[src/rtl/vrba_pkg.sv]
// Shared types, constants and elaboration-time helpers for the vector rotator.
// Used by every module in rtl/; depends on nothing else.

package vrba_pkg;

  localparam int FIELD_W        = 32;
  localparam int IN_TDATA_W     = 3 * FIELD_W;
  localparam int OUT_TDATA_W    = 2 * FIELD_W;
  localparam int TRIG_FRAC      = 30;
  localparam int DATA_WIDTH_DEF = 32;
  localparam int ROT_STEPS_DEF  = 16;
  localparam int MAX_STEPS      = 30;

  // radians: phase = (angle * round(2^47/pi) + 2^31) >> 32
  localparam logic [45:0] RAD_PHASE_MUL = 46'd44798133900177;
  localparam int          RAD_SPLIT     = 23;
  localparam logic [63:0] RAD_ROUND     = 64'h0000_0000_8000_0000;

  // degrees: one turn is 45 * 2^19 input units
  localparam int          DEG_LO_W   = 19;
  localparam int          DEG_DIV    = 45;
  localparam logic [13:0] DEG_H_BIAS = 14'd4140;
  localparam logic [26:0] RECIP45    = 27'd95443718;
  localparam int          RECIP_SH   = 32;
  localparam logic [31:0] TURN_DIV45 = 32'd95443717;
  localparam int          TURN_REM45 = 31;
  localparam int          DEG_BIAS8  = 22;

  typedef logic [31:0] atan_tbl_t [0:MAX_STEPS-1];

  localparam atan_tbl_t ATAN_TBL = '{
    32'h20000000, 32'h12E4051E, 32'h09FB385B, 32'h051111D4, 32'h028B0D43,
    32'h0145D7E1, 32'h00A2F61E, 32'h00517C55, 32'h0028BE53, 32'h00145F2F,
    32'h000A2F98, 32'h000517CC, 32'h00028BE6, 32'h000145F3, 32'h0000A2FA,
    32'h0000517D, 32'h000028BE, 32'h0000145F, 32'h00000A30, 32'h00000518,
    32'h0000028C, 32'h00000146, 32'h000000A3, 32'h00000051, 32'h00000029,
    32'h00000014, 32'h0000000A, 32'h00000005, 32'h00000003, 32'h00000001
  };

  typedef enum logic [1:0] {
    QUAD_0,
    QUAD_1,
    QUAD_2,
    QUAD_3
  } quad_t;

  typedef struct packed {
    logic signed [FIELD_W-1:0] cx;
    logic signed [FIELD_W-1:0] cy;
    logic signed [FIELD_W-1:0] z;
    quad_t                     q;
    logic signed [FIELD_W-1:0] vx;
    logic signed [FIELD_W-1:0] vy;
  } rot_t;

  typedef struct packed {
    logic [FIELD_W-1:0] rot_y;
    logic [FIELD_W-1:0] rot_x;
  } res_t;

  // Start magnitude in Q30 that cancels the CORDIC gain of n steps.
  function automatic logic [31:0] cordic_gain(input int n);
    logic [63:0] p;
    logic [63:0] rem;
    logic [63:0] root;
    logic [63:0] bit_v;
    logic [63:0] num;
    logic [63:0] quo;
    logic [63:0] part;
    int          i;
    p = 64'd1 << 60;
    for (i = 0; i < MAX_STEPS; i++) begin
      if (i < n) begin
        p = p + (p >> (2 * i));
      end
    end
    rem   = p;
    root  = 64'd0;
    bit_v = 64'd1 << 62;
    for (i = 0; i < 32; i++) begin
      if (bit_v > rem) begin
        bit_v = bit_v >> 2;
      end
    end
    for (i = 0; i < 32; i++) begin
      if (bit_v != 64'd0) begin
        if (rem >= root + bit_v) begin
          rem  = rem - (root + bit_v);
          root = (root >> 1) + bit_v;
        end else begin
          root = root >> 1;
        end
        bit_v = bit_v >> 2;
      end
    end
    num  = (64'd1 << 60) + (root >> 1);
    quo  = 64'd0;
    part = 64'd0;
    for (i = 63; i >= 0; i--) begin
      part = {part[62:0], num[i]};
      if (part >= root) begin
        part   = part - root;
        quo[i] = 1'b1;
      end
    end
    return quo[31:0];
  endfunction

endpackage

[src/rtl/vrba_cell.sv]
// One CORDIC rotation cell: a single micro-rotation by atan(2^-STEP), registered.
// Depends on vrba_pkg for the arctangent table and the stage record.

module vrba_cell import vrba_pkg::*; #(
  parameter int STEP = 0
) (
  input  logic clk,
  input  logic rst_n,
  input  logic en,
  input  logic in_vld,
  input  rot_t in_rot,
  output logic out_vld,
  output rot_t out_rot
);

  localparam logic signed [FIELD_W-1:0] ATAN_C = ATAN_TBL[STEP];

  logic signed [FIELD_W-1:0] cx, cy, z, dx, dy;
  logic                      vld_r;
  rot_t                      rot_r, rot_nxt;

  assign cx = in_rot.cx;
  assign cy = in_rot.cy;
  assign z  = in_rot.z;
  assign dx = cy >>> STEP;
  assign dy = cx >>> STEP;

  always_comb begin
    rot_nxt = in_rot;
    if (!z[FIELD_W-1]) begin
      rot_nxt.cx = cx - dx;
      rot_nxt.cy = cy + dy;
      rot_nxt.z  = z - ATAN_C;
    end else begin
      rot_nxt.cx = cx + dx;
      rot_nxt.cy = cy - dy;
      rot_nxt.z  = z + ATAN_C;
    end
  end

  always_ff @(posedge clk) begin
    if (!rst_n) begin
      vld_r <= 1'b0;
    end else if (en) begin
      vld_r <= in_vld;
    end
  end

  always_ff @(posedge clk) begin
    if (en) begin
      rot_r <= rot_nxt;
    end
  end

  assign out_vld = vld_r;
  assign out_rot = rot_r;

endmodule

[config.mk]
export PLATFORM = sky130hd
export DESIGN_NAME = vrba_cell
export DESIGN_NICKNAME = d
export VERILOG_FILES = /design/src/rtl/vrba_pkg.sv /design/src/rtl/vrba_cell.sv
export SDC_FILE = /design/constraint.sdc
export NUM_CORES = 1
export LEC_CHECK = 0
export BUFFER_PORTS_ARGS = -buffer_cell sky130_fd_sc_hd__buf_2
export CAP_MARGIN = 20
export CORE_MARGIN = 1.5
export CORE_UTILIZATION = 47
export DETAILED_ROUTE_END_ITERATION = 7
export PLACE_DENSITY = 0.77
export SLEW_MARGIN = 20
export SYNTH_ARGS = -nofsm -noshare
export SYNTH_HDL_FRONTEND = slang
export SYNTH_SLANG_ARGS = --single-unit
[constraint.sdc]
create_clock -name clk -period 2.4 [get_ports clk]
set_input_delay 0.24 -clock clk [delete_from_list [all_inputs] [get_ports clk]]
set_output_delay 0.24 -clock clk [all_outputs]
set_load 0.1 [all_outputs]
==> results list <==
- I/O pin count: 329
- CP required: between 2 and 3 ns
* Internal reg-to-reg setup slack: ~1.8 ns
- In this run the critical register-to-register path is captured at out_vld.
- The clock arrives with 0 ns of skew.
- Via count normalized by instance count: just under 6
* Library cells used by synthesis: 75
* Start point of the critical path: in_rot[99]
* Layout-stage area growth over the synthesis result: 60.14%
- Num rows: 54
- The worst setup path is of the in2reg kind.
* Run status: complete, but fails checks
- Averaged over all synthesized cells, the footprint is approximately 10 sq um.
* IR Drop Worst-Case VDD: 435.5 uV
- Summing internal, switching and leakage power gives 12.10 mW.
* Die Width: around 150 um
- Worst setup slack after placement: -0.8896 ns
- When the netlist entered floorplanning its net count stood at about 1,300.
* Worst slew slack as a fraction of its limit: between 50% and 60%
- Power spread over the standard cell area amounts to between 700 and 800 nW/um^2.
* RR Startpoint: out_vld
- Proportion of synthesized flip-flops having asynchronous set or reset: 0%
- The routed design has roughly 47,000 um of wire.
- The clock passes through at most 2 buffers.
* CTS tree: yes
- In this run the power spent charging and discharging nets is approximately 5.5 mW.
- The number of hold violations in the final report was 0.
* Number of instances in the placed design: about 1,900
* CP Max Fanout: 4
- Startpoint of the lowest-slack hold path: rst_n
- IO buf count: 328
- The via count of the first global-routing pass was approximately 11,000.
* Final hold slack: about 0.02 ns
- Summed over all nets, wire length on met3 after detailed routing comes to ~4400 um.
- Initial core utilization: ~48%
- Die boundary height: around 150 um
- The number of cells on the worst reg-to-reg path is 2.
- Cell chosen for the clock root: clkbuf_16
- Most common cell in the netlist: edfxtp_1
* Core area: between 20,000 and 25,000 sq um
- Synthesis handed over a netlist of about 1,000 instances.
- H-tree levels: 4
- First-pass GRT wire length: 66,900 um
* Clock network power share: between 20% and 30%
* Biggest area consumer among synthesized cells: edfxtp_1
- Number of synthesized flops with an enable pin: between 150 and 200
* Number of remaining DRC errors: 0
- Worst hold path cell count: 2
* Cell-internal power: approximately 6.6 mW
- Setup repair after global routing could not meet its margin everywhere.
- Top cells by area, synth: edfxtp_1, ha_1, a21oi_1
- Kind of end point of the critical path: flip-flop
* Startpoint type of the worst setup path: input pin
* Highest metal layer with signal wires: met4
* Aggregate negative setup slack: -1.426 ns
* Final slew viol count: 0
- Clk Latency, worst-skew pair: around 0.43 ns
* Final-report setup violation count: 20
- Initial antenna violation count: 2
- The layout has 1,459 filler cells.
* Dominant register cell in the synthesized netlist: edfxtp_1
- Sink count of the clock tree: between 150 and 200
* Final global-route overflow total: 0
- Violated checks: setup timing
- Ratio of cells with drive above 1 in the final layout: 43.79%
* Post-detailed-route wirelength per cell: around 23 um
- Total vias in the final route: around 12,000
* Area share of the largest cell type after synthesis: around 46%
* Tightest Pin Transition: between 0.7 and 0.8 ns
* Share of power burned in registers: a little under a third
- Clk pin slew, worst setup/hold paths: approximately 0.070 ns
- Across the run, the number of max-cap violations was 0.
- Once detail routing completed, the nets flagged for antenna violations numbered 0.
* Arrival time reported for the critical path endpoint: between 2 and 3 ns
- In this run, CTS created clock tree buffers numbering 17.
- The HPWL after detailed placement is roughly 32,000 um.
- Most instantiated cells after synthesis: edfxtp_1, a21oi_1, inv_1
* Type of the most critical hold path: in2reg
* Post-layout nets: just under 2,000
- #FFs+latches synth: approximately 160
- Met1 wire length: roughly 18,000 um
- For this run, the number of Yosys warnings is 0.
* Post-route fraction of the period consumed by the critical path: 107.0%
- Portion of total power attributed to combinational logic: 46.8%
* Final worst-path setup slack: -0.1685 ns
- Sequential share of the synthesized area: between 40% and 50%
- The first TritonRoute pass finished after 7 iterations.
- The synthesized netlist occupies a cell area of between 10,000 and 15,000 sq um.
- Of the total power, the share spent switching nets is a little under half.
* Final weighted congestion of routability-driven global placement: 0.9956
- After the flow finishes, the layout carries non-filler instances totaling 2,007.
- Met2 WL post-DR: roughly 21,000 um
- Minimum period implied by the final worst setup slack: between 2 and 3 ns
* Leakage power total: 7.643 nW
- Timing would allow up to approximately 390 MHz.
- Total routing usage reported by global routing: between 30% and 40%
* Die area: 23,270 sq um
- After the first detailed-routing iteration, the DRC count stood at 1,406.
- The path with the worst hold slack has its endpoint at out_vld.
- Pin count of the biggest net entering global routing: 89
==> state kept, by name, summed over array words and instances, names as in the netlist <==
signal   flops
out_rot    161
out_vld      1
==> cell usage in the layout (no fill, tap or decap), types with 43 or more instances in the layout <==
master           n
a21oi_1         85
buf_2          323
buf_4          277
dlygate4sd3_1   94
edfxtp_1       161
ha_1            79
inv_1           93
nand2_1         43
nor2_1          79
o21ai_0         43
xnor2_1         56
==> power by group through the flow <==
| stage | Combinational (mW) | Sequential (mW) | Clock (mW) |
|---|---|---|---|
| final | 5.66 | 3.67 | 2.76 |
| after CTS | 5.36 | 3.64 | 2.71 |
| after global routing | 5.83 | 3.69 | 2.88 |
| after detailed placement | 5.14 | 3.70 | 0 |
| after global placement | 5.11 | 3.69 | 0 |
| after floorplan | 1.25 | 6.02 | 0 |
==> repair_timing <==
item	in CTS	in global routing
endpoints found under the hold margin	93	1
endpoints found under the setup margin	30	31
pin swaps	12	28
setup buffers	7	9
hold buffers	93	1
resized for setup	30	78
==> metal layers <==
layer | vias to the layer above | global-route usage [%]
li1 | 5081 | -
met1 | 5487 | 49.82
met2 | 866 | 57.38
met3 | 177 | 6.911
met4 | 0 | 20.79
met5 | - | 0
==> area by class of cell <==
type | instances | area, sq um | share of cell area (%)
multi-input cells | 716 | 5772 | 34.29
repair buffers | 710 | 4861 | 28.88
flip-flops and latches | 162 | 4855 | 28.84
clock buffers | 18 | 429.2 | 2.550
inverters | 104 | 410.4 | 2.438
well taps | 280 | 350.3 | 2.081
clock inverters | 14 | 147.6 | 0.8771
diodes | 3 | 7.507 | 0.04460
==> critical path, stage by stage <==
cell      delay, ns
buf_6          0.10
inv_1          0.21
ha_4           0.28
nor2b_2        0.17
o211ai_1       0.10
buf_4          0.16
a31oi_4        0.22
a31oi_4        0.15
o21ba_4        0.24
a211oi_4       0.31
o2111a_2       0.29
o21ai_1        0.10
xnor2_1        0.16
==> how the worst max path moves through the flow <==
stage                     cells past startpoint           end  slack, ns
after floorplan                              10  out_rot[157]      -0.17
after global placement                       13  out_rot[117]      -0.84
after detailed placement                     13  out_rot[117]      -0.89
after CTS                                    13  out_rot[122]      -0.05
after global routing                         13  out_rot[125]      -0.22
final                                        13  out_rot[125]      -0.17
==> cells by family (layout without fill, tap and decap cells) <==
group | after synthesis | in the layout | share of synthesized area [%]
other cells | 0 | 3 | 0
mux | 17 | 17 | 1.631
flops | 162 | 162 | 46.19
xor+xnor | 59 | 59 | 4.916
simple gates | 245 | 245 | 11.33
fa+ha+maj | 98 | 98 | 11.95
compound gates | 297 | 297 | 18.57
buf+inv | 145 | 846 | 5.416
==> through the flow <==
stage | area, sq um | utilization, %
5_1_grt | 16830 | 76.88
2_1_floorplan | 10760 | -
4_1_cts | 16380 | 74.81
3_5_place_dp | 14660 | 66.96
3_3_place_gp | 14660 | 66.96
6_report | 16830 | 76.89
Power figures use the tool's default switching activity.
