### src/rtl/vrba_pkg.sv
// Shared types, constants and elaboration-time helpers for the vector rotator.
// Used by every module in rtl/; depends on nothing else.

package vrba_pkg;

  localparam int FIELD_W        = 32;
  localparam int IN_TDATA_W     = 3 * FIELD_W;
  localparam int OUT_TDATA_W    = 2 * FIELD_W;
  localparam int TRIG_FRAC      = 30;
  localparam int DATA_WIDTH_DEF = 32;
  localparam int ROT_STEPS_DEF  = 16;
  localparam int MAX_STEPS      = 30;

  // radians: phase = (angle * round(2^47/pi) + 2^31) >> 32
  localparam logic [45:0] RAD_PHASE_MUL = 46'd44798133900177;
  localparam int          RAD_SPLIT     = 23;
  localparam logic [63:0] RAD_ROUND     = 64'h0000_0000_8000_0000;

  // degrees: one turn is 45 * 2^19 input units
  localparam int          DEG_LO_W   = 19;
  localparam int          DEG_DIV    = 45;
  localparam logic [13:0] DEG_H_BIAS = 14'd4140;
  localparam logic [26:0] RECIP45    = 27'd95443718;
  localparam int          RECIP_SH   = 32;
  localparam logic [31:0] TURN_DIV45 = 32'd95443717;
  localparam int          TURN_REM45 = 31;
  localparam int          DEG_BIAS8  = 22;

  typedef logic [31:0] atan_tbl_t [0:MAX_STEPS-1];

  localparam atan_tbl_t ATAN_TBL = '{
    32'h20000000, 32'h12E4051E, 32'h09FB385B, 32'h051111D4, 32'h028B0D43,
    32'h0145D7E1, 32'h00A2F61E, 32'h00517C55, 32'h0028BE53, 32'h00145F2F,
    32'h000A2F98, 32'h000517CC, 32'h00028BE6, 32'h000145F3, 32'h0000A2FA,
    32'h0000517D, 32'h000028BE, 32'h0000145F, 32'h00000A30, 32'h00000518,
    32'h0000028C, 32'h00000146, 32'h000000A3, 32'h00000051, 32'h00000029,
    32'h00000014, 32'h0000000A, 32'h00000005, 32'h00000003, 32'h00000001
  };

  typedef enum logic [1:0] {
    QUAD_0,
    QUAD_1,
    QUAD_2,
    QUAD_3
  } quad_t;

  typedef struct packed {
    logic signed [FIELD_W-1:0] cx;
    logic signed [FIELD_W-1:0] cy;
    logic signed [FIELD_W-1:0] z;
    quad_t                     q;
    logic signed [FIELD_W-1:0] vx;
    logic signed [FIELD_W-1:0] vy;
  } rot_t;

  typedef struct packed {
    logic [FIELD_W-1:0] rot_y;
    logic [FIELD_W-1:0] rot_x;
  } res_t;

  // Start magnitude in Q30 that cancels the CORDIC gain of n steps.
  function automatic logic [31:0] cordic_gain(input int n);
    logic [63:0] p;
    logic [63:0] rem;
    logic [63:0] root;
    logic [63:0] bit_v;
    logic [63:0] num;
    logic [63:0] quo;
    logic [63:0] part;
    int          i;
    p = 64'd1 << 60;
    for (i = 0; i < MAX_STEPS; i++) begin
      if (i < n) begin
        p = p + (p >> (2 * i));
      end
    end
    rem   = p;
    root  = 64'd0;
    bit_v = 64'd1 << 62;
    for (i = 0; i < 32; i++) begin
      if (bit_v > rem) begin
        bit_v = bit_v >> 2;
      end
    end
    for (i = 0; i < 32; i++) begin
      if (bit_v != 64'd0) begin
        if (rem >= root + bit_v) begin
          rem  = rem - (root + bit_v);
          root = (root >> 1) + bit_v;
        end else begin
          root = root >> 1;
        end
        bit_v = bit_v >> 2;
      end
    end
    num  = (64'd1 << 60) + (root >> 1);
    quo  = 64'd0;
    part = 64'd0;
    for (i = 63; i >= 0; i--) begin
      part = {part[62:0], num[i]};
      if (part >= root) begin
        part   = part - root;
        quo[i] = 1'b1;
      end
    end
    return quo[31:0];
  endfunction

endpackage

### src/rtl/vrba_phase.sv
// Angle to phase front end: turns, quadrant and residual angle, six stages.
// Depends on vrba_pkg; feeds the first CORDIC cell.

module vrba_phase import vrba_pkg::*; #(
  parameter logic [31:0] START_X = 32'd0
) (
  input  logic                      clk,
  input  logic                      rst_n,
  input  logic                      en,
  input  logic                      deg,
  input  logic                      in_vld,
  input  logic signed [FIELD_W-1:0] in_x,
  input  logic signed [FIELD_W-1:0] in_y,
  input  logic signed [FIELD_W-1:0] in_angle,
  output logic                      out_vld,
  output rot_t                      out_rot
);

  localparam int NSTG = 6;
  localparam logic signed [23:0] RAD_LO = 24'(RAD_PHASE_MUL[RAD_SPLIT-1:0]);
  localparam logic signed [23:0] RAD_HI = 24'(RAD_PHASE_MUL[45:RAD_SPLIT]);

  logic                      vld_r [0:NSTG-1];
  logic signed [FIELD_W-1:0] vx_r  [0:NSTG-2];
  logic signed [FIELD_W-1:0] vy_r  [0:NSTG-2];

  logic        [13:0]        h1_r, h1_nxt, h2_r;
  logic        [18:0]        lo1_r, lo2_r;
  logic signed [55:0]        pl1_r, pl1_nxt, ph1_r, ph1_nxt;
  logic        [40:0]        hq2_r, hq2_nxt;
  logic        [45:0]        lq2_r, lq2_nxt;
  logic        [63:0]        rsum;
  logic        [31:0]        prad2_r, prad3_r, prad4_r, prad5_r;
  logic        [13:0]        hq45;
  logic        [18:0]        lq45;
  logic        [5:0]         hm3_r, hm3_nxt, lr3_r, lr3_nxt;
  logic        [13:0]        lq3_r, lq4_r, lq5_r;
  logic        [18:0]        w4_r, w4_nxt;
  logic        [31:0]        hmk4_r, hmk4_nxt, hmk5_r;
  logic        [45:0]        wq5_r, wq5_nxt;
  logic        [31:0]        pdeg, psel;
  logic signed [29:0]        zres;
  rot_t                      rot_nxt, rot_r;

  assign h1_nxt  = 14'(in_angle >>> DEG_LO_W) + DEG_H_BIAS;
  assign pl1_nxt = in_angle * RAD_LO;
  assign ph1_nxt = in_angle * RAD_HI;

  assign hq2_nxt = 41'(h1_r) * 41'(RECIP45);
  assign lq2_nxt = 46'(lo1_r) * 46'(RECIP45);
  assign rsum    = {ph1_r[40:0], 23'd0} + 64'(pl1_r) + RAD_ROUND;

  assign hq45    = 14'(hq2_r[40:RECIP_SH]) * 14'(DEG_DIV);
  assign lq45    = 19'(lq2_r[45:RECIP_SH]) * 19'(DEG_DIV);
  assign hm3_nxt = 6'(h2_r - hq45);
  assign lr3_nxt = 6'(lo2_r - lq45);

  assign w4_nxt   = 19'({lr3_r, 13'd0}) + 19'(hm3_r) * 19'(TURN_REM45) + 19'(DEG_BIAS8);
  assign hmk4_nxt = 32'(hm3_r) * TURN_DIV45;

  assign wq5_nxt  = 46'(w4_r) * 46'(RECIP45);

  assign pdeg = hmk5_r + 32'({lq5_r, 13'd0}) + 32'(wq5_r[45:RECIP_SH]);
  assign psel = deg ? pdeg : prad5_r;
  assign zres = psel[29:0];

  always_comb begin
    rot_nxt    = '0;
    rot_nxt.cx = START_X;
    rot_nxt.cy = '0;
    rot_nxt.z  = zres;
    rot_nxt.q  = quad_t'(psel[31:30] + {1'b0, psel[29]});
    rot_nxt.vx = vx_r[NSTG-2];
    rot_nxt.vy = vy_r[NSTG-2];
  end

  always_ff @(posedge clk) begin
    if (!rst_n) begin
      for (int k = 0; k < NSTG; k++) begin
        vld_r[k] <= 1'b0;
      end
    end else if (en) begin
      vld_r[0] <= in_vld;
      for (int k = 1; k < NSTG; k++) begin
        vld_r[k] <= vld_r[k-1];
      end
    end
  end

  always_ff @(posedge clk) begin
    if (en) begin
      vx_r[0] <= in_x;
      vy_r[0] <= in_y;
      for (int k = 1; k < NSTG - 1; k++) begin
        vx_r[k] <= vx_r[k-1];
        vy_r[k] <= vy_r[k-1];
      end
      h1_r    <= h1_nxt;
      lo1_r   <= in_angle[DEG_LO_W-1:0];
      pl1_r   <= pl1_nxt;
      ph1_r   <= ph1_nxt;
      h2_r    <= h1_r;
      lo2_r   <= lo1_r;
      hq2_r   <= hq2_nxt;
      lq2_r   <= lq2_nxt;
      prad2_r <= rsum[63:32];
      hm3_r   <= hm3_nxt;
      lr3_r   <= lr3_nxt;
      lq3_r   <= lq2_r[45:RECIP_SH];
      prad3_r <= prad2_r;
      w4_r    <= w4_nxt;
      hmk4_r  <= hmk4_nxt;
      lq4_r   <= lq3_r;
      prad4_r <= prad3_r;
      wq5_r   <= wq5_nxt;
      hmk5_r  <= hmk4_r;
      lq5_r   <= lq4_r;
      prad5_r <= prad4_r;
      rot_r   <= rot_nxt;
    end
  end

  assign out_vld = vld_r[NSTG-1];
  assign out_rot = rot_r;

endmodule

### config.mk
export PLATFORM = sky130hd
export DESIGN_NAME = vrba_phase
export DESIGN_NICKNAME = d
export VERILOG_FILES = /design/src/rtl/vrba_pkg.sv /design/src/rtl/vrba_phase.sv
export SDC_FILE = /design/constraint.sdc
export NUM_CORES = 2
export LEC_CHECK = 0
export BUFFER_PORTS_ARGS = -buffer_cell sky130_fd_sc_hd__clkbuf_2
export CAP_MARGIN = 15
export CORE_ASPECT_RATIO = 1.75
export CORE_MARGIN = 2
export CORE_UTILIZATION = 40
export CTS_CLUSTER_DIAMETER = 30
export DETAILED_ROUTE_END_ITERATION = 6
export GPL_ROUTABILITY_DRIVEN = 0
export HOLD_SLACK_MARGIN = 0.15
export SYNTH_ARGS = -nofsm -noshare
export SYNTH_HDL_FRONTEND = slang
export SYNTH_SLANG_ARGS = --single-unit
export TNS_END_PERCENT = 1
### constraint.sdc
create_clock -name clk -period 9.4 [get_ports clk]
set_clock_uncertainty 0.2 [all_clocks]
set_input_delay 2.35 -clock clk [delete_from_list [all_inputs] [get_ports clk]]
set_output_delay 2.35 -clock clk [all_outputs]
set_load 0.01 [all_outputs]
==> impl_metrics.csv <==
group,metric,value,unit
global_routing,grt_pass1_vias,44631,
clock_network,htreeDepth,3,
finish,final.fill_count,15699,
synthesis,ys_types,71,
clock_network,cts_made_buffers,101,
detailed_routing,vias,40183,
global_routing,grt_max_degree,173,
worst_setup_path,worstPathArrival,8890,ps
clock_network,cts_buffer_depth,3,
finish,drive_gt1_share,9.45,%
place,dp_hpwl,147,mm
synthesis,ys_seq_area_share,36.1,%
detailed_routing,avgRoutedWirePerCell,21.0,um
status,status,"finished, final reports clean",
detailed_routing,route.detailed.drc,0,
synthesis,ys_warn_count,0,
finish,syn_to_final_growth,11.8,%
worst_setup_path,critical_path.max_fanout,8,
die,start_util,40.3,%
sta,drv_slew,0,
die,fp-row-count,201,
sta,setup_viol,0,
worst_hold_path,hold_path.class,"reg -> reg",
worst_setup_path,required,9640,ps
die,core_area,172000,um^2
synthesis,ys_seq_elements,832,
global_routing,antenna_found_initial,6,
sta,worst_slew_pin_slew,1060,ps
flow_run,max_cap_violations,0,
die,io_pins,264,
detailed_routing,avgViaCountPerCell,4.93,
synthesis,ys_async_sr_fraction,0,%
detailed_routing,drtIter0Drc,1919,
clock_network,cts_resized,0,
clock_network,cts.clk_slew.worst_paths,60,ps
global_routing,grt_pass1_wl,259,mm
worst_setup_path,cp-start-kind,"primary input",
clock_network,clockRootBuffer,"clkbuf_16",
die,die_y,554,um
sta,fmax,116,MHz
sta,fin_setup_tns,0,ps
sta,rsz0062_at_grt,"no",
clock_network,cts_setup_buffers,0,
synthesis,avgSynthCellArea,12.8,um^2
synthesis,netlist_area,69100,um^2
die,die_x,318,um
global_routing,grt_usage,19.7,%
sta,slew_headroom,29.6,%
sta,fin_crit_sh,92.0,%
clock_network,insertion_delay,700,ps
clock_network,cts_tree,"done",
synthesis,synth-edff-count,827,
place,io_buffers,199,
finish,layout.nets,7873,
sta,final-hold-violation-count,0,
synthesis,syn_inst,5415,
sta,period_minus_slack,8650,ps
clock_network,cts.sinks,832,
synthesis,synth_ff_type,"edfxtp_1",
die,die_area,176000,um^2
detailed_routing,firstDrtPassIters,5,
detailed_routing,drtAntennaViolNets,0,
global_routing,grt-ovfl-total,0,
worst_setup_path,critPathCaptureType,"flip-flop",
clock_network,ctsHoldBuffers,0,
detailed_routing,wirelength,171,mm
worst_setup_path,critical_path_class,"in -> reg",
==> final cells by class <==
type | count | area, um^2 | area share [%]
sequential | 832 | 24900 | 32.3
antenna | 2 | 5.00 | 0.00648
timing repair buffer | 337 | 2120 | 2.74
clock inverter | 79 | 955 | 1.24
clock buffer | 113 | 2580 | 3.34
multi-input combinational | 3208 | 38800 | 50.2
tap | 2233 | 2790 | 3.62
inverter | 1354 | 5080 | 6.58
==> worst max-delay path, cell delays in order <==
cell and delay, ps:
clkbuf_2 240, inv_1 130, fa_1 630, inv_1 70
ha_1 200, fa_1 500, inv_1 60, fa_1 540
inv_1 60, fa_1 480, fa_1 520, fa_1 420
ha_1 350, nand4_1 120, a211oi_1 70, a211oi_2 210
o31ai_1 170, o21a_1 330, a31o_1 310, a221o_1 370
or4_1 480, a31oi_1 210, xnor2_1 80
==> state kept, by name, summed over array words and instances, names as in the netlist, 18 cells and up <==
| name | cells |
|---|---|
| hmk4_r | 31 |
| prad3_r | 32 |
| hmk5_r | 32 |
| w4_r | 18 |
| vx_r | 160 |
| pl1_r | 33 |
| prad2_r | 32 |
| ph1_r | 35 |
| prad5_r | 32 |
| vy_r | 160 |
| lo1_r | 19 |
| prad4_r | 32 |
| out_rot | 96 |
==> final timing paths <==
path                from    endpoint  slack, ps  cells past startpoint
min reg2reg   prad4_r[2]  prad5_r[2]        200                      0
max reg2reg     w4_r[16]   wq5_r[44]       2730                     19
max          in_angle[3]   pl1_r[38]        750                     23
min           prad4_r[2]  prad5_r[2]        200                      0
==> routing by layer <==
layer | global-route usage (%) | up-vias | wire, um
met5 | 0 | - | 45
met1 | 18.0 | 20098 | 54200
met4 | 16.6 | 6 | 16900
met3 | 2.37 | 538 | 5050
li1 | - | 18599 | -
met2 | 38.0 | 942 | 95100
==> placed cells by master, fill, tap and decap left out, types with 20 or more instances in the layout <==
master and instances:
fa_1 843, clkbuf_2 198, a211oi_1 20, o21a_1 37
a21o_1 91, a21oi_1 171, nor3_1 28, xor2_1 74
conb_1 64, xnor2_1 171, o21ai_0 84, o21bai_1 31
inv_1 1354, ha_1 1095, buf_4 131, nand2_1 80
edfxtp_1 827, clkbuf_16 101, nand4_1 22, nor2_1 91
mux2_2 25, nor2b_1 30, nand3_1 47
==> cells by family (layout without fill, tap and decap cells) <==
family / Yosys count / count (layout) / synth area share [%]
AO/OA/AOI/OAI: 540 / 540 / 5.08
buffers and inverters: 1438 / 1883 / 8.17
XOR/XNOR: 245 / 245 / 3.10
multiplexers: 34 / 34 / 0.538
AND/OR/NAND/NOR: 387 / 387 / 2.79
other: 1 / 66 / 0.00543
flip-flops: 832 / 832 / 36.1
adder cells (fa/ha/maj): 1938 / 1938 / 44.2
==> synthesized netlist by cell type (37+ instances only) <==
master,number,area share (%)
xor2_1,74,0.94
a21o_1,91,0.99
a21oi_1,171,1.2
o21ai_0,84,0.61
inv_1,1354,7.4
nand2_1,80,0.43
fa_1,843,24
nor2_1,91,0.49
o21a_1,37,0.40
xnor2_1,171,2.2
nand3_1,47,0.34
edfxtp_1,827,36
ha_1,1095,20
buf_4,66,0.72
==> through the flow <==
step           cells  hold WS [ps]  setup WS (ps)  cell area, um^2  util, %
4_1_cts         8155           193            803            77200     45.0
2_1_floorplan   5478           200            682            69400        -
3_3_place_gp    7963           200            114            73700     43.0
3_5_place_dp    7963           205           78.8            73700     43.0
6_report        8158           197            753            77200     45.0
5_1_grt         8157           201            489            77200     45.0
Power is not shown: default switching activity piles up to over one toggle a cycle in this logic, so the estimate is an artifact.
