`src/rtl/vrba_pkg.sv`:
```
// Shared types, constants and elaboration-time helpers for the vector rotator.
// Used by every module in rtl/; depends on nothing else.

package vrba_pkg;

  localparam int FIELD_W        = 32;
  localparam int IN_TDATA_W     = 3 * FIELD_W;
  localparam int OUT_TDATA_W    = 2 * FIELD_W;
  localparam int TRIG_FRAC      = 30;
  localparam int DATA_WIDTH_DEF = 32;
  localparam int ROT_STEPS_DEF  = 16;
  localparam int MAX_STEPS      = 30;

  // radians: phase = (angle * round(2^47/pi) + 2^31) >> 32
  localparam logic [45:0] RAD_PHASE_MUL = 46'd44798133900177;
  localparam int          RAD_SPLIT     = 23;
  localparam logic [63:0] RAD_ROUND     = 64'h0000_0000_8000_0000;

  // degrees: one turn is 45 * 2^19 input units
  localparam int          DEG_LO_W   = 19;
  localparam int          DEG_DIV    = 45;
  localparam logic [13:0] DEG_H_BIAS = 14'd4140;
  localparam logic [26:0] RECIP45    = 27'd95443718;
  localparam int          RECIP_SH   = 32;
  localparam logic [31:0] TURN_DIV45 = 32'd95443717;
  localparam int          TURN_REM45 = 31;
  localparam int          DEG_BIAS8  = 22;

  typedef logic [31:0] atan_tbl_t [0:MAX_STEPS-1];

  localparam atan_tbl_t ATAN_TBL = '{
    32'h20000000, 32'h12E4051E, 32'h09FB385B, 32'h051111D4, 32'h028B0D43,
    32'h0145D7E1, 32'h00A2F61E, 32'h00517C55, 32'h0028BE53, 32'h00145F2F,
    32'h000A2F98, 32'h000517CC, 32'h00028BE6, 32'h000145F3, 32'h0000A2FA,
    32'h0000517D, 32'h000028BE, 32'h0000145F, 32'h00000A30, 32'h00000518,
    32'h0000028C, 32'h00000146, 32'h000000A3, 32'h00000051, 32'h00000029,
    32'h00000014, 32'h0000000A, 32'h00000005, 32'h00000003, 32'h00000001
  };

  typedef enum logic [1:0] {
    QUAD_0,
    QUAD_1,
    QUAD_2,
    QUAD_3
  } quad_t;

  typedef struct packed {
    logic signed [FIELD_W-1:0] cx;
    logic signed [FIELD_W-1:0] cy;
    logic signed [FIELD_W-1:0] z;
    quad_t                     q;
    logic signed [FIELD_W-1:0] vx;
    logic signed [FIELD_W-1:0] vy;
  } rot_t;

  typedef struct packed {
    logic [FIELD_W-1:0] rot_y;
    logic [FIELD_W-1:0] rot_x;
  } res_t;

  // Start magnitude in Q30 that cancels the CORDIC gain of n steps.
  function automatic logic [31:0] cordic_gain(input int n);
    logic [63:0] p;
    logic [63:0] rem;
    logic [63:0] root;
    logic [63:0] bit_v;
    logic [63:0] num;
    logic [63:0] quo;
    logic [63:0] part;
    int          i;
    p = 64'd1 << 60;
    for (i = 0; i < MAX_STEPS; i++) begin
      if (i < n) begin
        p = p + (p >> (2 * i));
      end
    end
    rem   = p;
    root  = 64'd0;
    bit_v = 64'd1 << 62;
    for (i = 0; i < 32; i++) begin
      if (bit_v > rem) begin
        bit_v = bit_v >> 2;
      end
    end
    for (i = 0; i < 32; i++) begin
      if (bit_v != 64'd0) begin
        if (rem >= root + bit_v) begin
          rem  = rem - (root + bit_v);
          root = (root >> 1) + bit_v;
        end else begin
          root = root >> 1;
        end
        bit_v = bit_v >> 2;
      end
    end
    num  = (64'd1 << 60) + (root >> 1);
    quo  = 64'd0;
    part = 64'd0;
    for (i = 63; i >= 0; i--) begin
      part = {part[62:0], num[i]};
      if (part >= root) begin
        part   = part - root;
        quo[i] = 1'b1;
      end
    end
    return quo[31:0];
  endfunction

endpackage

```
`src/rtl/vrba_skid.sv`:
```
// Output register with one skid entry; its fill state stalls the pipeline.
// Depends on vrba_pkg for the result record.

module vrba_skid import vrba_pkg::*; (
  input  logic                   clk,
  input  logic                   rst_n,
  input  logic                   p_vld,
  input  res_t                   p_res,
  output logic                   en,
  output logic                   out_tvalid,
  input  logic                   out_tready,
  output logic [OUT_TDATA_W-1:0] out_tdata
);

  logic out_vld_r, out_vld_nxt, skid_vld_r, skid_vld_nxt;
  logic out_free, push;
  res_t out_res_r, skid_res_r;

  assign en       = !skid_vld_r;
  assign push     = en && p_vld;
  assign out_free = !out_vld_r || out_tready;

  always_comb begin
    out_vld_nxt  = out_vld_r;
    skid_vld_nxt = skid_vld_r;
    if (out_free) begin
      out_vld_nxt  = skid_vld_r || push;
      skid_vld_nxt = 1'b0;
    end else if (push) begin
      skid_vld_nxt = 1'b1;
    end
  end

  always_ff @(posedge clk) begin
    if (!rst_n) begin
      out_vld_r  <= 1'b0;
      skid_vld_r <= 1'b0;
    end else begin
      out_vld_r  <= out_vld_nxt;
      skid_vld_r <= skid_vld_nxt;
    end
  end

  always_ff @(posedge clk) begin
    if (out_free) begin
      out_res_r <= skid_vld_r ? skid_res_r : p_res;
    end else if (push) begin
      skid_res_r <= p_res;
    end
  end

  assign out_tvalid = out_vld_r;
  assign out_tdata  = out_res_r;

  a_skid_behind_out: assert property (@(posedge clk) disable iff (!rst_n)
    skid_vld_r |-> out_vld_r)
    else $error("skid entry held while output register empty");

  a_skid_catches: assert property (@(posedge clk) disable iff (!rst_n)
    (out_vld_r && !out_tready && push) |=> skid_vld_r)
    else $error("pipeline result dropped while output stalled");

  a_skid_drains: assert property (@(posedge clk) disable iff (!rst_n)
    (skid_vld_r && out_tready) |=> (out_vld_r && !skid_vld_r))
    else $error("skid entry not moved to output after transfer");

endmodule

```
`config.mk`:
```
export PLATFORM = sky130hd
export DESIGN_NAME = vrba_skid
export DESIGN_NICKNAME = d
export VERILOG_FILES = /design/src/rtl/vrba_pkg.sv /design/src/rtl/vrba_skid.sv
export SDC_FILE = /design/constraint.sdc
export NUM_CORES = 1
export LEC_CHECK = 0
export BUFFER_PORTS_ARGS = -buffer_cell sky130_fd_sc_hd__clkbuf_2
export CAP_MARGIN = 5
export CORE_ASPECT_RATIO = 1.2
export CORE_MARGIN = 5
export CORE_UTILIZATION = 51
export CTS_CLUSTER_SIZE = 25
export DETAILED_ROUTE_END_ITERATION = 7
export GPL_TIMING_DRIVEN = 0
export HOLD_SLACK_MARGIN = 0.05
export PLACE_DENSITY_LB_ADDON = 0.08
export RECOVER_POWER = 50
export SYNTH_ARGS = -nofsm -noshare
export SYNTH_HDL_FRONTEND = slang
export SYNTH_SLANG_ARGS = --single-unit
export TNS_END_PERCENT = 10
```
`constraint.sdc`:
```
create_clock -name clk -period 9.3 [get_ports clk]
set_clock_uncertainty 0.1 [all_clocks]
set_input_delay 1.395 -clock clk [delete_from_list [all_inputs] [get_ports clk]]
set_output_delay 1.395 -clock clk [all_outputs]
set_load 0.01 [all_outputs]
```
==> summary.md, run 1 <==
| Metric | Value |
|---|---|
| Fmax | 207.3 MHz |
| WL per Instance | 17.11 um |
| Max Fanout on Critical Path | 36 |
| Clk root buf | clkbuf_8 |
| P_sw | 277.0 uW |
| Initial antenna violation count | 0 |
| Min-delay worst type | flop to flop |
| Internal | 1118 uW |
| Least-Margin Pin Slew | 1.958 ns |
| Vias per inst | 4.912 |
| Post-CTS setup buffer count | 0 |
| CTS Hold Bufs | 0 |
| Met3 Use GR | 8.070% |
| R2r setup slk | 5.19 ns |
| CP endpoint kind | flop |
| Final weighted congestion in routability-driven placement | 0.6898 |
| DP Wirelength | 5.911 mm |
| Setup Viol. Count Final | 0 |
| Hold Slack | 0.4438 ns |
| Nets | 435 |
| Met1 Usage GRT | 18.66% |
| Register area share after synthesis | 82.60% |
| RSZ-0062 raised after global routing | false |
| ANT cells | 0 |
| Status | complete, but fails checks |
| GRT met2 Usage | 26.20% |
| Clk sinks | 130 |
| Tcrit/Tclk final | 51.86% |
| Final Power | 1395 uW |
| Failing checks | capacitance limit, slew limit |
| Pre-antenna DRT Iters | 4 |
| Peak supply drop | 0.1573 mV |
| Die Area | 0.01125 mm^2 |
| Setup CP Type | input port to flop |
| CTS tree | built |
| Die H | 115.2 um |
| First-pass GRT wire length | 13.50 mm |
| Bufs and invs on worst path | 4 |
| Post-Syn Instances | 207 |
| CP delay by family, top | buffers and inverters |
| ANT nets after route | 0 |
| Die X | 97.65 um |
| Critical path origin | out_tready |
| Worst-case clock buffer depth | 2 |
| Area grow syn2layout | 29.30% |
| Final Slew Violations | 70 |
| Site Rows | 38 |
| Cell Pwr Density | 229.4 mW/mm^2 |
| Post-synthesis register bit count | 130 |
| Switching Share | 19.86% |
| YS warnings | 0 |
| CTS clk-pin slew, worst paths | 0.05 ns |
| Post-synth cell types | 12 |
| GRT Util Overall | 16.36% |
| Vias | 2456 |
| Ports | 134 |
| Footprint of the multi-input gates | 763.2 um^2 |
| Vias in the first global route | 2634 |
| Largest net degree at the start of global routing | 37 |
| Combinational Power Share | 5.8% |
| Post-place instance area | 0.005629 mm^2 |
| PostCTS Resize Cnt | 0 |
| Share of layout cells above drive strength 1 | 48.95% |
| Final instance area | 0.006080 mm^2 |
| Crit-path max cell delay | 1.49 ns |
| Initial Utilization | 52.05% |
| Number of fill cells | 699 |
| I/O Buffers | 133 |
| Worst path slowest cell | clkbuf_1 |
| GRT overflow | 0 |
| Initial drt markers | 105 |
| Most used cell, CP | buf_6 |
| FF+latch area | 0.003884 mm^2 |
| Req. time, crit path | 9.47 ns |
| Synthesized area per cell | 22.72 um^2 |
| GRT busiest layer | met2 |
| Routed Wire Length | 8.555 mm |
| Hold Fails Final Rpt | 0 |
| Flop pwr share | 49.2% |
| Final min period | 4.823 ns |
| Clock network power share | 45.1% |
| Leakage power | 0.002244 uW |
| Num CTS Buffers | 17 |
| Synthesized net count | 275 |
| Max-capacitance violation count | 2 |
| Core box area | 0.009034 mm^2 |
| Hold_sp | skid_res_r[42]$_DFFE_PP_ |
| Detailed-route DRC error count | 0 |
| CP arrival | 5.00 ns |
| Synth Cell Area | 0.004702 mm^2 |
| Rel. slew slack | -30.55% |
| H-tree levels | 4 |
| Clk_lat worst skew | 0.51 ns |
| CP Cell Sequence | clkbuf_2 -> nand2b_1 -> clkbuf_1 -> nor3b_2 -> buf_6 -> buf_6 |
| Nature of the critical path startpoint | input port |
| R2R Path Start | out_tvalid$_SDFFE_PN0P_ |
cell usage after synthesis (all sizes together):
master | number | area [um^2]
edfxtp | 128 | 3844
mux2 | 64 | 720.7
nor2 | 1 | 3.750
a21boi | 1 | 7.510
dfxtp | 2 | 40.04
buf | 7 | 56.30
nand2b | 1 | 6.260
inv | 1 | 3.750
nor3b | 2 | 20.02
metrics by stage:
step	instances	worst slack, ns	utilization [%]	setup TNS, ns
final	500	4.477	67.30	0
after global routing	500	4.036	67.30	0
after CTS	500	6.172	68.56	0
after detailed placement	468	5.608	62.31	0
after global placement	460	-3.065	61.08	-195.93
after floorplan	207	0.8258	-	0
power groups by stage:
| stage | combinational [uW] | sequential (uW) | clock [uW] |
|---|---|---|---|
| after global placement | 81.7 | 700 | 0 |
| after global routing | 88.7 | 688 | 676 |
| after detailed placement | 86.9 | 697 | 0 |
| final | 80.6 | 686 | 628 |
| after CTS | 87.4 | 686 | 643 |
| after floorplan | 25.5 | 711 | 0 |
metal layers:
metal  wire length, um  up-vias
met5                 0        -
met2              4257       98
met1              3362     1184
li1                  -     1160
met4               129        0
met3               805       14
cell usage in the layout, fill, tap and decap left out:
master      count
clkbuf_2       82
clkbuf_8        1
bufinv_16       3
a21boi_0        1
clkinvlp_4      2
clkinv_1        2
inv_1           1
clkinv_2        6
clkbuf_1       57
mux2_2         64
clkbuf_16      16
buf_2           3
buf_6           7
edfxtp_1      128
buf_1           1
nor3b_2         2
nand2b_1        1
nor2_1          1
dfxtp_1         2
final timing paths:
| path | cells past startpoint | end |
|---|---|---|
| setup / recovery | 6 | skid_res_r[34]$_DFFE_PP_ |
| hold / removal | 1 | out_tdata[42]$_DFFE_PP_ |
| setup reg to reg | 5 | skid_res_r[34]$_DFFE_PP_ |
| hold reg to reg | 1 | out_tdata[42]$_DFFE_PP_ |
registers in the layout, summed over array words and instances, names as in the netlist:
| signal | cells |
|---|---|
| out_tdata | 64 |
| skid_vld_r | 1 |
| skid_res_r | 64 |
| out_tvalid | 1 |
worst register-to-register path, stage by stage (launching register included):
cell and delay [ns]:
dfxtp_1 0.31, nand2b_1 1.11, clkbuf_1 1.49, nor3b_2 0.41, buf_6 0.29, buf_6 0.15
cell type report:
class,count,area share [%]
multi-input cells,69,12.55
flip-flops and latches,130,63.88
inverters,1,0.06174
clock inverters,13,2.346
plain buffers,7,0.4939
clock buffers,19,6.936
well taps,120,2.470
repair buffers,141,11.26
cell families after synthesis:
| kind of cell | Yosys count | synth area share, % |
|---|---|---|
| AOI/OAI and AO/OA | 1 | 0.1597 |
| buffers and inverters | 8 | 1.277 |
| DFF | 130 | 82.60 |
| muxes | 64 | 15.33 |
| and+or+nand+nor | 4 | 0.6387 |
No activity file was read; power rests on OpenSTA's default activity.
==> run 2, diff against run 1 <==
- clock period: 9.3 -> 4.7 ns (I/O delays scaled with it)
==> run 2 against run 1 <==
Net effect:
- the run now ends clean
- count of clock-buffer cells in the layout increased by 3
- combinational power up 100%
- worst hold slack worse by 0.15 ns
- critical path depth fell by 2
- setup slack worse by 2.4 ns
- flip-flop and latch count did not move
- largest cell class unchanged
- highest routed layer unchanged
==> summary.md, run 2 (synthesized netlist as in run 1, its figures left out) <==
| Metric | Value |
|---|---|
| Routed Wire Length | 8.508 mm (-0.55%) |
| Largest net degree at the start of global routing | 55 (+49%) |
| Detailed-route DRC error count | 0 (unchanged) |
| I/O Buffers | 133 (unchanged) |
| First-pass GRT wire length | 13.45 mm (-0.41%) |
| Leakage power | 0.002231 uW (-0.57%) |
| Rel. slew slack | 44.47% (+75 points) |
| Hold Fails Final Rpt | 0 (unchanged) |
| CP arrival | 1.82 ns (-3.18 ns) |
| Nature of the critical path startpoint | flop |
| Initial drt markers | 53 (-50%) |
| Max-capacitance violation count | 0 (-2) |
| Post-CTS setup buffer count | 0 (unchanged) |
| PostCTS Resize Cnt | 0 (unchanged) |
| Share of layout cells above drive strength 1 | 46.67% (-2.3 points) |
| CTS clk-pin slew, worst paths | 0.05 ns (about the same) |
| R2R Path Start | out_tvalid$_SDFFE_PN0P_ |
| Leading cell type in the layout, fill and taps excluded | edfxtp_1 |
| Clk_lat worst skew | 0.50 ns (about the same) |
| Die H | 115.2 um (unchanged) |
| CP endpoint | en |
| Vias per inst | 4.917 (+0.11%) |
| Pre-antenna DRT Iters | 4 (unchanged) |
| Cell Pwr Density | 448.9 mW/mm^2 (+96%) |
| CTS Hold Bufs | 0 (unchanged) |
| Final min period | 2.626 ns |
| H-tree levels | 4 (unchanged) |
| Critical path origin | skid_vld_r$_SDFFE_PP0P_ |
| ANT cells | 0 (unchanged) |
| Clk root buf | clkbuf_8 |
| Final weighted congestion in routability-driven placement | 0.7055 (+2.3%) |
| Vias | 2434 (-0.90%) |
| DP Wirelength | 6.000 mm (+1.5%) |
| CP endpoint kind | output port |
| Ports | 134 (unchanged) |
| Worst reg-to-reg path cell count | 5 (unchanged) |
| ANT nets after route | 0 (unchanged) |
| Die Area | 0.01125 mm^2 (unchanged) |
| Reg-to-reg endpoint | skid_res_r[4]$_DFFE_PP_ |
| GRT overflow | 0 (unchanged) |
| Die X | 97.65 um (unchanged) |
| GRT Util Overall | 15.87% (-0.49 points) |
| Num CTS Buffers | 17 (unchanged) |
| Peak supply drop | 0.2463 mV (+57%) |
| Min-delay worst type | input port to flop |
| Clk sinks | 130 (unchanged) |
| Nets | 432 (-0.69%) |
| Status | finished, final reports clean |
| RSZ-0062 raised after global routing | false |
| Final Slew Violations | 0 (-100%) |
| Req. time, crit path | 3.89 ns (-5.58 ns) |
| Worst-case clock buffer depth | 2 (unchanged) |
| Setup CP Type | flop to output port |
| Tcrit/Tclk final | 55.88% |
| Core box area | 0.009034 mm^2 (unchanged) |
| Initial Utilization | 52.05% (unchanged) |
| Commonest non-fill, non-tap cells in the layout | edfxtp_1 (128), clkbuf_2 (79), mux2_2 (64), clkbuf_1 (63), clkbuf_16 (16) |
| Least-Margin Pin Slew | 0.8330 ns (-1.125 ns) |
| CTS tree | built |
| Area grow syn2layout | 29.62% |
| WL per Instance | 17.19 um (+0.46%) |
| Fmax | 380.8 MHz |
| Initial antenna violation count | 0 (unchanged) |
| Hold Slack | 0.2907 ns (-0.1531 ns) |
| R2r setup slk | 2.26 ns (-2.93 ns) |
| Vias in the first global route | 2620 (-0.53%) |
| Setup Viol. Count Final | 0 (unchanged) |
| Max Fanout on Critical Path | 10 (-72%) |
| Site Rows | 38 (unchanged) |
| TNS Setup | 0 ns (unchanged) |
-- run 2: cell types whose count changed in the layout (fill, tap and decap cells not counted), moves of 3 or more --
| cell | before | now |
|---|---|---|
| clkbuf_1 | 57 | 63 |
| buf_6 | 7 | 3 |
| buf_2 | 3 | 0 |
| buf_8 | 0 | 3 |
| clkbuf_2 | 82 | 79 |
| clkinv_2 | 6 | 3 |
-- run 2: critical path, stage by stage (launching register included) --
cell and delay, ns:
dfxtp_1 0.38, clkbuf_1 0.52, buf_6 0.25, inv_1 0.05, clkbuf_2 0.12
-- run 2: power by group --
part	switching [uW]	internal (uW)
Combinational	86.4	76.3
Clock	423	794
Sequential	15.0	1340
Total	524	2210
-- run 2: worst min-delay path by stage --
stage,to,start,slack (ns),cells after the start
2_1_floorplan,out_tdata[0]$_DFFE_PP_,skid_res_r[0]$_DFFE_PP_,0.42,1
3_3_place_gp,out_tdata[50]$_DFFE_PP_,skid_res_r[50]$_DFFE_PP_,0.43,1
3_5_place_dp,out_tdata[44]$_DFFE_PP_,skid_res_r[44]$_DFFE_PP_,0.43,1
4_1_cts,skid_res_r[26]$_DFFE_PP_,p_res[26],0.26,1
5_1_grt,skid_res_r[28]$_DFFE_PP_,p_res[28],0.26,1
6_report,skid_res_r[23]$_DFFE_PP_,p_res[23],0.29,1
-- run 2: area by class of cell --
| type | count | area, um^2 |
|---|---|---|
| clock inverters | 8 | 112.6 |
| plain buffers | 7 | 48.80 |
| well taps | 120 | 150.1 |
| multi-input cells | 69 | 764.5 |
| clock buffers | 22 | 432.9 |
| fillers | 688 | 2939 |
| repair buffers | 138 | 698.2 |
| inverters | 1 | 3.754 |
| flip-flops and latches | 130 | 3884 |
-- run 2: through the flow --
| stage | power, uW | setup WS, ns | util [%] | cell area (um^2) | std cells |
|---|---|---|---|---|---|
| 2_1_floorplan | 1455 | 0.7660 | - | 4716 | 207 |
| 3_3_place_gp | 1543 | -0.7169 | 61.23 | 5532 | 460 |
| 3_5_place_dp | 1553 | 2.117 | 62.40 | 5637 | 465 |
| 4_1_cts | 2781 | 2.390 | 68.43 | 6182 | 495 |
| 5_1_grt | 2848 | 1.939 | 67.47 | 6095 | 495 |
| 6_report | 2736 | 2.074 | 67.47 | 6095 | 495 |
-- run 2: metal layers --
layer / track usage [%] / vias up / wire, um
li1: - / 1153 / -
met2: 25.29 / 98 / 4152
met5: 0 / - / 0
met4: 6.648 / 0 / 161
met1: 19.30 / 1168 / 3528
met3: 6.614 / 15 / 665
==> run 3, diff against run 2 <==
- ABC_AREA: unset -> 1
- CORE_UTILIZATION: 51 -> 46
- clock period: 4.7 -> 2.24 ns (I/O delays scaled with it)
==> run 3 against run 2 <==
Net effect:
- wire length increased by 21%
- register-to-register slack got worse by 2.1 ns
- die area increased by 10%
- combinational power increased to 2.8 times the previous value
- total power increased by 110%
- worst hold slack got worse by 0.21 ns
- critical path type is now flop to flop
- critical endpoint is now skid_res_r[36]$_DFFE_PP_
- largest cell class unchanged
==> summary.md, run 3 <==
| Metric | Value |
|---|---|
| Post-Syn Instances | 346 (+67%) |
| Final Power | 5736 uW (+110%) |
| Initial Utilization | 46.98% (-5.1 points) |
| Nature of the critical path startpoint | flop |
| Cell taking the most area after synthesis | edfxtp_1 |
| Hold Fails Final Rpt | 0 (unchanged) |
| PostCTS Resize Cnt | 0 (unchanged) |
| Worst path slowest cell | nor2_4 |
| Worst-case clock buffer depth | 2 (unchanged) |
| Setup WS pre-CTS | -0.09620 ns (-2.213 ns) |
| Async S/R FF share, synth | 0% (unchanged) |
| Die H | 121.0 um (+5.1%) |
| Post-place instance area | 0.005618 mm^2 (-0.33%) |
| WL per Instance | 14.68 um (-15%) |
| Top FF cell, synth | edfxtp_1 |
| H-tree levels | 4 (unchanged) |
| GRT overflow | 0 (unchanged) |
| CTS clk-pin slew, worst paths | 0.05 ns (about the same) |
| Setup CP Type | flop to flop |
| GRT Util Overall | 17.71% (+1.8 points) |
| ANT cells | 0 (unchanged) |
| CTS tree | built |
| CP endpoint kind | flop |
| Status | finished, final reports clean |
| Die X | 102.5 um (+5.0%) |
| Vias per inst | 4.588 (-6.7%) |
| Initial drt markers | 142 (+170%) |
| Rel. slew slack | 64.51% (+20 points) |
| Pre-antenna DRT Iters | 5 (+1) |
| Leakage power | 0.002806 uW (+26%) |
| Synthesized area per cell | 13.66 um^2 (-40%) |
| Commonest non-fill, non-tap cells in the layout | nand2_1 (194), edfxtp_1 (128), clkbuf_2 (83), dlygate4sd3_1 (64), clkbuf_1 (62) |
| Post-CTS setup buffer count | 0 (unchanged) |
| Least-Margin Pin Slew | 0.5310 ns (-0.3020 ns) |
| Routed Wire Length | 10.31 mm (+21%) |
| Largest net degree at the start of global routing | 66 (+20%) |
| YS warnings | 0 (unchanged) |
| Vias | 3221 (+32%) |
| ANT nets after route | 0 (unchanged) |
| Share of layout cells above drive strength 1 | 20.66% (-26 points) |
| Post-synth cell types | 11 (-1) |
| DP Wirelength | 6.326 mm (+5.4%) |
| Top-count cell post-synth | nand2_1 |
| First-pass GRT wire length | 16.57 mm (+23%) |
| Synth top area share | 81.33% (-0.41 points) |
| Final instance area | 0.006694 mm^2 (+9.8%) |
| Site Rows | 40 (+5.3%) |
| Nets | 632 (+46%) |
| Crit-path max cell delay | 0.49 ns (-0.03 ns) |
| Synth Cell Area | 0.004726 mm^2 (+0.51%) |
| Clk_lat worst skew | 0.40 ns (-0.10 ns) |
| Peak supply drop | 0.5459 mV (+120%) |
| Bufs and invs on worst path | 2 (-2) |
| Req. time, crit path | 2.24 ns (-1.65 ns) |
| Core box area | 0.01006 mm^2 (+11%) |
| RSZ-0062 raised after global routing | false |
| CP Cell Sequence | nand2_8 -> nor2_4 -> buf_12 -> buf_12 |
| Final min period | 2.096 ns |
| Setup WS post-layout | 0.1444 ns (-1.929 ns) |
| Die Area | 0.01241 mm^2 (+10%) |
| CTS Hold Bufs | 64 (+64) |
| Clk root buf | clkbuf_16 |
| I/O Buffers | 133 (unchanged) |
| CP delay by family, top | simple AND/OR/NAND/NOR gates |
| Vias in the first global route | 3428 (+31%) |
| Initial antenna violation count | 0 (unchanged) |
| Fmax | 477.2 MHz |
| Tcrit/Tclk final | 93.55% |
| Max-capacitance violation count | 0 (unchanged) |
| Leading cell type in the layout, fill and taps excluded | nand2_1 |
| Setup Viol. Count Final | 0 (unchanged) |
| CP arrival | 2.10 ns (+0.28 ns) |
| Post-synth EDFFs | 128 (unchanged) |
| Register area share after synthesis | 82.18% (-0.42 points) |
| TNS Setup | 0 ns (unchanged) |
| Synthesized net count | 414 (+51%) |
| Cell Pwr Density | 857.0 mW/mm^2 (+91%) |
| Detailed-route DRC error count | 0 (unchanged) |
| Largest cells by area after synthesis | edfxtp_1 (81%), nand2_1 (15%), buf_2 (0.85%) |
| Ports | 134 (unchanged) |
| Final Slew Violations | 0 (unchanged) |
| Final weighted congestion in routability-driven placement | 0.7484 (+6.1%) |
| Synth cell count leaders | nand2_1 (195), edfxtp_1 (128), buf_2 (8), buf_4 (5), nor2_1 (3) |
| Max Fanout on Critical Path | 65 (+55) |
| Num CTS Buffers | 17 (unchanged) |
| Area grow syn2layout | 41.65% |
| Post-synthesis register bit count | 130 (unchanged) |
| Most used cell, CP | buf_12 |
| Clk sinks | 130 (unchanged) |
| Min-delay worst type | input port to flop |
## run 3: changes by cell type in the layout (fill, tap and decap cells not counted), moves of 4 or more
cell	previous run	this run
mux2_2	64	0
nand2_1	0	194
buf_2	0	4
dlygate4sd3_1	0	64
clkbuf_2	79	83
## run 3: stage by stage
stage	util, %	hold slack [ns]	std cells
6_report	66.54	0.08208	702
2_1_floorplan	-	0.3349	346
3_3_place_gp	55.45	0.4000	605
4_1_cts	67.29	0.06324	702
3_5_place_dp	55.85	0.4026	607
5_1_grt	66.54	0.07145	702
## run 3: layout make-up
type                            count  area [um^2]
Fill cell                         800         3366
Multi-Input combinational cell    200        777.0
Buffer                             14        68.82
Clock inverter                      9        66.31
Timing Repair Buffer              199         1284
Inverter                            2        11.26
Tap cell                          126        157.7
Clock buffer                       22        444.2
Sequential cell                   130         3885
## run 3: report_power, final
group          internal [uW]  switching, uW
combinational            207            244
clock                   1490            916
sequential              2830           40.8
total                   4530           1200
## run 3: worst paths after layout
path	from	to	slack, ns	depth (start not counted)
worst max-delay path	out_tvalid$_SDFFE_PN0P_	skid_res_r[36]$_DFFE_PP_	0.14	4
worst min-delay path	rst_n	out_tvalid$_SDFFE_PN0P_	0.08	3
worst max register to register	out_tvalid$_SDFFE_PN0P_	skid_res_r[36]$_DFFE_PP_	0.14	4
worst min register to register	skid_res_r[17]$_DFFE_PP_	out_tdata[17]$_DFFE_PP_	0.41	2
## run 3: per-layer routing
metal / track usage, % / share of wire (%)
met4: 7.137 / 1.8
met1: 21.10 / 40
met2: 29.56 / 52
met3: 5.463 / 5.8
met5: 0 / 0
## run 3: logic make-up after synthesis
family                 Yosys count  synth area share (%)
buffers and inverters           16                 1.880
AO/OA/AOI/OAI                    1                0.1058
flip-flops                     130                 82.18
AND/OR/NAND/NOR                199                 15.83
## run 3: worst min-delay path: cells and delay by family
| family | cells | cell delay [ns] |
|---|---|---|
| simple gates | 1 | 0.06 |
| buf+inv | 1 | 0.09 |
| compound gates | 1 | 0.07 |
